`src/rtl/kcmm_pkg.sv`:
```
// kcmm_pkg: shared constants, operation and status codes for the key count
// min/max tracker. No dependencies; used by kcmm_cell, the core and the testbench.

package kcmm_pkg;

  localparam int KEY_W          = 6;
  localparam int KEYS_DEF       = 64;
  localparam int COUNT_BITS_DEF = 16;

  typedef enum logic [2:0] {
    OP_NONE,
    OP_APPEND,
    OP_INC,
    OP_DEC,
    OP_REMOVE
  } op_t;

  typedef enum logic [1:0] {
    ST_DONE    = 2'd0,
    ST_IGNORED = 2'd1,
    ST_SAT     = 2'd2
  } status_t;

  typedef struct packed {
    op_t              op;
    logic [KEY_W-1:0] key;
    logic [KEY_W-1:0] probe;
  } cell_cmd_t;

endpackage

```
`src/rtl/kcmm_cell.sv`:
```
// kcmm_cell: one slot of the ordered key list (valid, key, count).
// Shifts from a neighbor or loads the request key. Uses kcmm_pkg.

module kcmm_cell #(
  parameter int COUNT_BITS = kcmm_pkg::COUNT_BITS_DEF
) (
  input  logic                         clk,
  input  logic                         rst_n,
  input  kcmm_pkg::cell_cmd_t          cmd,
  input  logic [COUNT_BITS-1:0]        old_cnt,
  input  logic [COUNT_BITS-1:0]        new_cnt,
  input  logic                         pre,
  input  logic                         suf,
  input  logic                         left_vld,
  input  logic                         left_run,
  input  logic [kcmm_pkg::KEY_W-1:0]   left_key,
  input  logic [COUNT_BITS-1:0]        left_cnt,
  input  logic                         right_vld,
  input  logic                         right_run,
  input  logic [kcmm_pkg::KEY_W-1:0]   right_key,
  input  logic [COUNT_BITS-1:0]        right_cnt,
  output logic                         vld,
  output logic                         run,
  output logic                         hit,
  output logic [kcmm_pkg::KEY_W-1:0]   key,
  output logic [COUNT_BITS-1:0]        cnt
);

  logic                       vld_r, vld_nxt;
  logic [kcmm_pkg::KEY_W-1:0] key_r, key_nxt;
  logic [COUNT_BITS-1:0]      cnt_r, cnt_nxt;

  assign run = vld_r && (cnt_r == old_cnt);
  assign hit = vld_r && (key_r == cmd.probe);
  assign vld = vld_r;
  assign key = key_r;
  assign cnt = cnt_r;

  always_comb begin
    vld_nxt = vld_r;
    key_nxt = key_r;
    cnt_nxt = cnt_r;
    unique case (cmd.op)
      kcmm_pkg::OP_APPEND: begin
        if (!vld_r && left_vld) begin
          vld_nxt = 1'b1;
          key_nxt = cmd.key;
          cnt_nxt = new_cnt;
        end
      end
      kcmm_pkg::OP_INC: begin
        if (run && pre) begin
          if (left_run) begin
            key_nxt = left_key;
            cnt_nxt = left_cnt;
          end else begin
            key_nxt = cmd.key;
            cnt_nxt = new_cnt;
          end
        end
      end
      kcmm_pkg::OP_DEC: begin
        if (run && suf) begin
          if (right_run) begin
            key_nxt = right_key;
            cnt_nxt = right_cnt;
          end else begin
            key_nxt = cmd.key;
            cnt_nxt = new_cnt;
          end
        end
      end
      kcmm_pkg::OP_REMOVE: begin
        if (suf) begin
          vld_nxt = right_vld;
          key_nxt = right_key;
          cnt_nxt = right_cnt;
        end
      end
      default: begin
      end
    endcase
  end

  always_ff @(posedge clk) begin
    if (!rst_n) begin
      vld_r <= 1'b0;
    end else begin
      vld_r <= vld_nxt;
    end
  end

  always_ff @(posedge clk) begin
    key_r <= key_nxt;
    cnt_r <= cnt_nxt;
  end

endmodule

```
`config.mk`:
```
export PLATFORM = sky130hd
export DESIGN_NAME = kcmm_cell
export DESIGN_NICKNAME = d
export VERILOG_FILES = /design/src/rtl/kcmm_pkg.sv /design/src/rtl/kcmm_cell.sv
export SDC_FILE = /design/constraint.sdc
export NUM_CORES = 1
export LEC_CHECK = 0
export ABC_AREA = 1
export BUFFER_PORTS_ARGS = -buffer_cell sky130_fd_sc_hd__buf_2
export CAP_MARGIN = 20
export CORE_MARGIN = 1.5
export CORE_UTILIZATION = 38
export CTS_CLUSTER_DIAMETER = 100
export DETAILED_ROUTE_END_ITERATION = 8
export PLACE_DENSITY = 0.75
export SLEW_MARGIN = 30
export SYNTH_ARGS = -nofsm -noshare
export SYNTH_HDL_FRONTEND = slang
export SYNTH_SLANG_ARGS = --single-unit
```
`constraint.sdc`:
```
create_clock -name clk -period 2.46 [get_ports clk]
set_clock_uncertainty 0.2 [all_clocks]
set_input_delay 0.492 -clock clk [delete_from_list [all_inputs] [get_ports clk]]
set_output_delay 0.492 -clock clk [all_outputs]
set_load 0.02 [all_outputs]
```
# Yosys cells after proc, flatten, opt, wreduce, memory -nomap -nowiden

Cells that the tools add are included.

Equal/unequal tests: 10
Multiplexer cells: 17
Reductions and logical operators: 10

Operators with widths:

| kind               | count |
|---|---|
| $mux 16            | 6 |
| $pmux 16 s4        | 1 |
| $mux 6             | 6 |
| $pmux 6 s4         | 1 |
| $eq 16x16->1       | 1 |
| $ne 2x2->1 const B | 4 |
| $eq 3x2->1 const B | 2 |
| $eq 6x6->1         | 1 |
| $logic_and 1x1->1  | 5 |
| $reduce_and 5->1   | 1 |
| $reduce_bool 4->1  | 1 |
| $eq 3x1->1 const B | 1 |
| $eq 3x3->1 const B | 1 |
| $reduce_and 3->1   | 1 |
| $mux 1             | 2 |
| $pmux 1 s2         | 1 |
| $reduce_bool 2->1  | 1 |
| $logic_not 1->1    | 1 |

Register bits: 23
Bits of input ports: 99
Output and inout bits: 25
Word-level logic and storage cells: 40

# Longest topological paths before layout

Depth after elaboration: 5
Mapped depth: 10
Gate-level depth less buffers: 10

# Worst setup path after synthesis

OpenSTA, ideal clock, no wires.

Path type: register to register
Start point: register cnt_r[15], in the netlist cnt[15]
End point: register cnt_r[0], in the netlist cnt[0] (enable)
Arrival time: 2.077 ns
Data required time: 1.859 ns
Slack: -0.218 ns
Stages on the path, launching flop included: 9
Clock period less this slack: 2.678 ns
Path through: edfxtp_1 nand2_1 nand2_1 nand3b_1 nor2_1 nand3_1 nor2_1 nor2_1 nor2_1

Longest elaborated chain between the ends: 5
Elaborated cells between the ends (all ways): 7
Classes of those cells: eq/ne (3); reduce/logical (4)

RTL lines:

| item                                 | RTL line                         | RTL |
|---|---|---|
| from (decl)                          | kcmm_cell.sv:31                  | `logic [COUNT_BITS-1:0] cnt_r, cnt_nxt;` |
| from (signal assigned)               | kcmm_cell.sv:95                  | `cnt_r <= cnt_nxt;` |
| $eq 16x16->1 *                       | kcmm_cell.sv:33                  | `assign run = vld_r && (cnt_r == old_cnt);` |
| $logic_and 1x1->1 *                  | kcmm_cell.sv:33                  |  |
| $logic_and 1x1->1 (on tied branches) | kcmm_cell.sv:63, kcmm_cell.sv:52 |  |
| $ne 2x2->1 (no line)                 | -                                |  |
| $reduce_and 5->1 (no line) *         | -                                |  |

Mark *: on every way between the ends. The rest lies on a longest branch, timed or not.
A chain may end at the register's enable or synchronous reset.

# Worst setup path after layout

Start point: register cnt_r[13], in the netlist cnt[13]
End point: output run

Longest elaborated chain between the ends: 2

RTL lines:

| item              | RTL line        | RTL |
|---|---|---|
| $eq 16x16->1      | kcmm_cell.sv:33 |  |
| $logic_and 1x1->1 | kcmm_cell.sv:33 |  |
| to (decl)         | kcmm_cell.sv:23 | `output logic run,` |

Every way passes these cells.

==> impl_metrics.yaml <==
setup_path:
  critPathMaxFanout: 3
  cp.required_ps: 1770
  r2r_setup_slack_ps: 430
  critPathArrivalTime_ps: 1610
  path_class: "reg2out"
  cp-end-kind: "output port"
  cp-start-kind: "register"
global_routing:
  grt_pass1_wl_um: 8030
  grt_antenna_before_repair: 0
  grt_usage: 0.198
  overflow: 0
  grt_pass1_vias: 1846
  grt_max_degree: 24
clocking:
  cts-htree-levels: 1
  cts.sinks: 23
  clk_latency_ps: 270
  ctsResizeCount: 0
  cts_buffers: 3
  ctsHoldBuffers: 0
  cts-root-buf: "clkbuf_8"
  post-cts-setup-buffers: 0
  cts_tree: "built"
  clockBufferDepth: 2
  clk_transition_reported_paths_ps: 80
timing:
  tightest_slew_ps: 832
  rsz0062_at_grt: "false"
  hold_viol: 0
  holdWs_ps: 252
  period_minus_slack_ps: 2300
  fin_crit_sh: 0.937
  setup_tns_ps: 0
  max_freq_mhz: 434
  drv_slew: 0
  setup_viol: 0
  slew_headroom: 0.445
logic_synthesis:
  syn_area_um2: 1840
  synth_edf_count: 22
  synthDistinctLibCells: 26
  ys_warn_count: 0
  synthFlopType: "edfxtp_1"
  synthCells: 253
  yosys-top-cells-area: "edfxtp_1 (36%), nand2_1 (12%), inv_1 (10%)"
  synthArstFlopShare: 0
  synth_common_cells: "nand2_1 (59), inv_1 (50), nor2_1 (28)"
  synth_largest_area_cell: "edfxtp_1"
  synth_seq_cells: 23
  synth_area_per_cell_um2: 7.26
  syn_nets: 352
  yosysMostFrequentCell: "nand2_1"
  ys_seq_area_frac: 0.370
  netlist.area_leader.share: 0.359
routing:
  ant_nets: 0
  drc: 0
  via_count: 2084
  wl_per_cell_um: 12.4
  drt_iter0_markers: 109
  dr.pass1.iters: 5
  postRouteWirelength_um: 5350
  vias_per_cell: 4.82
layout:
  layout-drive-gt1-share: 0.384
  insertedDiodeCount: 0
  fillCellCount: 452
  nets: 478
  multi_input_area_um2: 917
  finalNonFillerCells: 432
  syn_to_final_growth_pct: 39.2
  seqCellArea_um2: 681
status:
  status: "completed"
floorplan:
  rows: 25
  core_um2: 4690
  start_util: 0.392
  die_area_um2: 5260
  die_x_um: 72.5
  die_h_um: 72.5
  io_pins: 124
flow_run:
  max_cap_viol_count: 0
hold_path:
  min_path_type: "in2reg"
power:
  worst_ir_drop_vdd_uv: 186
  power_leakage_uw: 0.00132
  finalPower_uw: 1060
  powerDensity_nw_per_um2: 416
place:
  dp_hpwl_um: 4490
  numPortBuffers: 123
  dpl.cell_count: 428
  gp_congestion: 0.860
==> sequential cells by signal (all words and copies together), names as in the netlist <==
| signal | flops |
|---|---|
| cnt | 16 |
| key | 6 |
| vld | 1 |
==> worst max-delay path: stages (launching register included) <==
cell and delay [ps]:
edfxtp_1 450, nand2_1 120, o21ai_0 80, a211oi_1 180, nand2_1 90, nor2_1 100
nand3_1 80, nor2_1 90, buf_2 160
==> cell type report <==
type,count,share of cell area
Timing Repair Buffer,129,0.258
Clock buffer,4,0.0176
Tap cell,54,0.0264
Multi-Input combinational cell,172,0.358
Inverter,50,0.0733
Sequential cell,23,0.266
==> path summary, 6_finish.rpt <==
path | depth (start not counted) | startpoint | to
hold / removal | 3 | rst_n | vld
setup / recovery | 8 | cnt[13] | run
hold reg to reg | 2 | vld | vld
setup reg to reg | 10 | cnt[4] | cnt[15]
==> logic make-up (layout without fill, tap and decap cells) <==
| family | after synthesis | in the layout | share of synthesized area |
|---|---|---|---|
| and+or+nand+nor | 130 | 130 | 0.317 |
| buffers and inverters | 58 | 183 | 0.132 |
| AOI/OAI and AO/OA | 33 | 33 | 0.138 |
| DFF | 23 | 23 | 0.370 |
| xor gates and xnor gates | 9 | 9 | 0.0429 |
==> power breakdown <==
group	leakage [uW]	internal [uW]	total, uW	switching, uW
sequential	0.000218	472	495	23.5
clock	0.0000228	116	233	117
combinational	0.00108	148	336	188
==> metal layers <==
layer / part of all wire / GRT usage / vias up
li1: - / - / 1077
met1: 0.41 / 0.243 / 917
met2: 0.52 / 0.345 / 73
met3: 0.040 / 0.0208 / 17
met4: 0.033 / 0.0985 / 0
met5: 0 / 0 / -
==> through the flow <==
stage	utilization	setup slack, ps	cell area, um^2
floorplan	-	134	1840
global placement	0.536	206	2510
detailed placement	0.536	214	2510
CTS	0.545	148	2560
global route	0.545	12.8	2560
finish	0.545	155	2560
==> cell usage in the layout, fill, tap and decap left out <==
cell type,Yosys,routed
buf_2,2,123
nand2_1,59,59
inv_1,50,50
nand3_1,27,27
nor2_1,28,27
edfxtp_1,22,22
o211ai_1,18,18
xnor2_1,7,7
buf_4,2,6
o211ai_2,5,5
a21oi_1,4,4
o21ai_0,4,4
nand4_1,4,4
nor3b_1,3,3
clkbuf_8,0,3
nor2_2,1,2
nor3_2,2,2
or2_2,2,2
xor2_1,2,2
nor3_1,2,2
nor3_4,1,1
o21ai_2,1,1
nand3b_1,1,1
a211oi_1,1,1
clkbuf_1,2,1
dfxtp_1,1,1
Note: power is estimated with default switching activity, not from simulation.
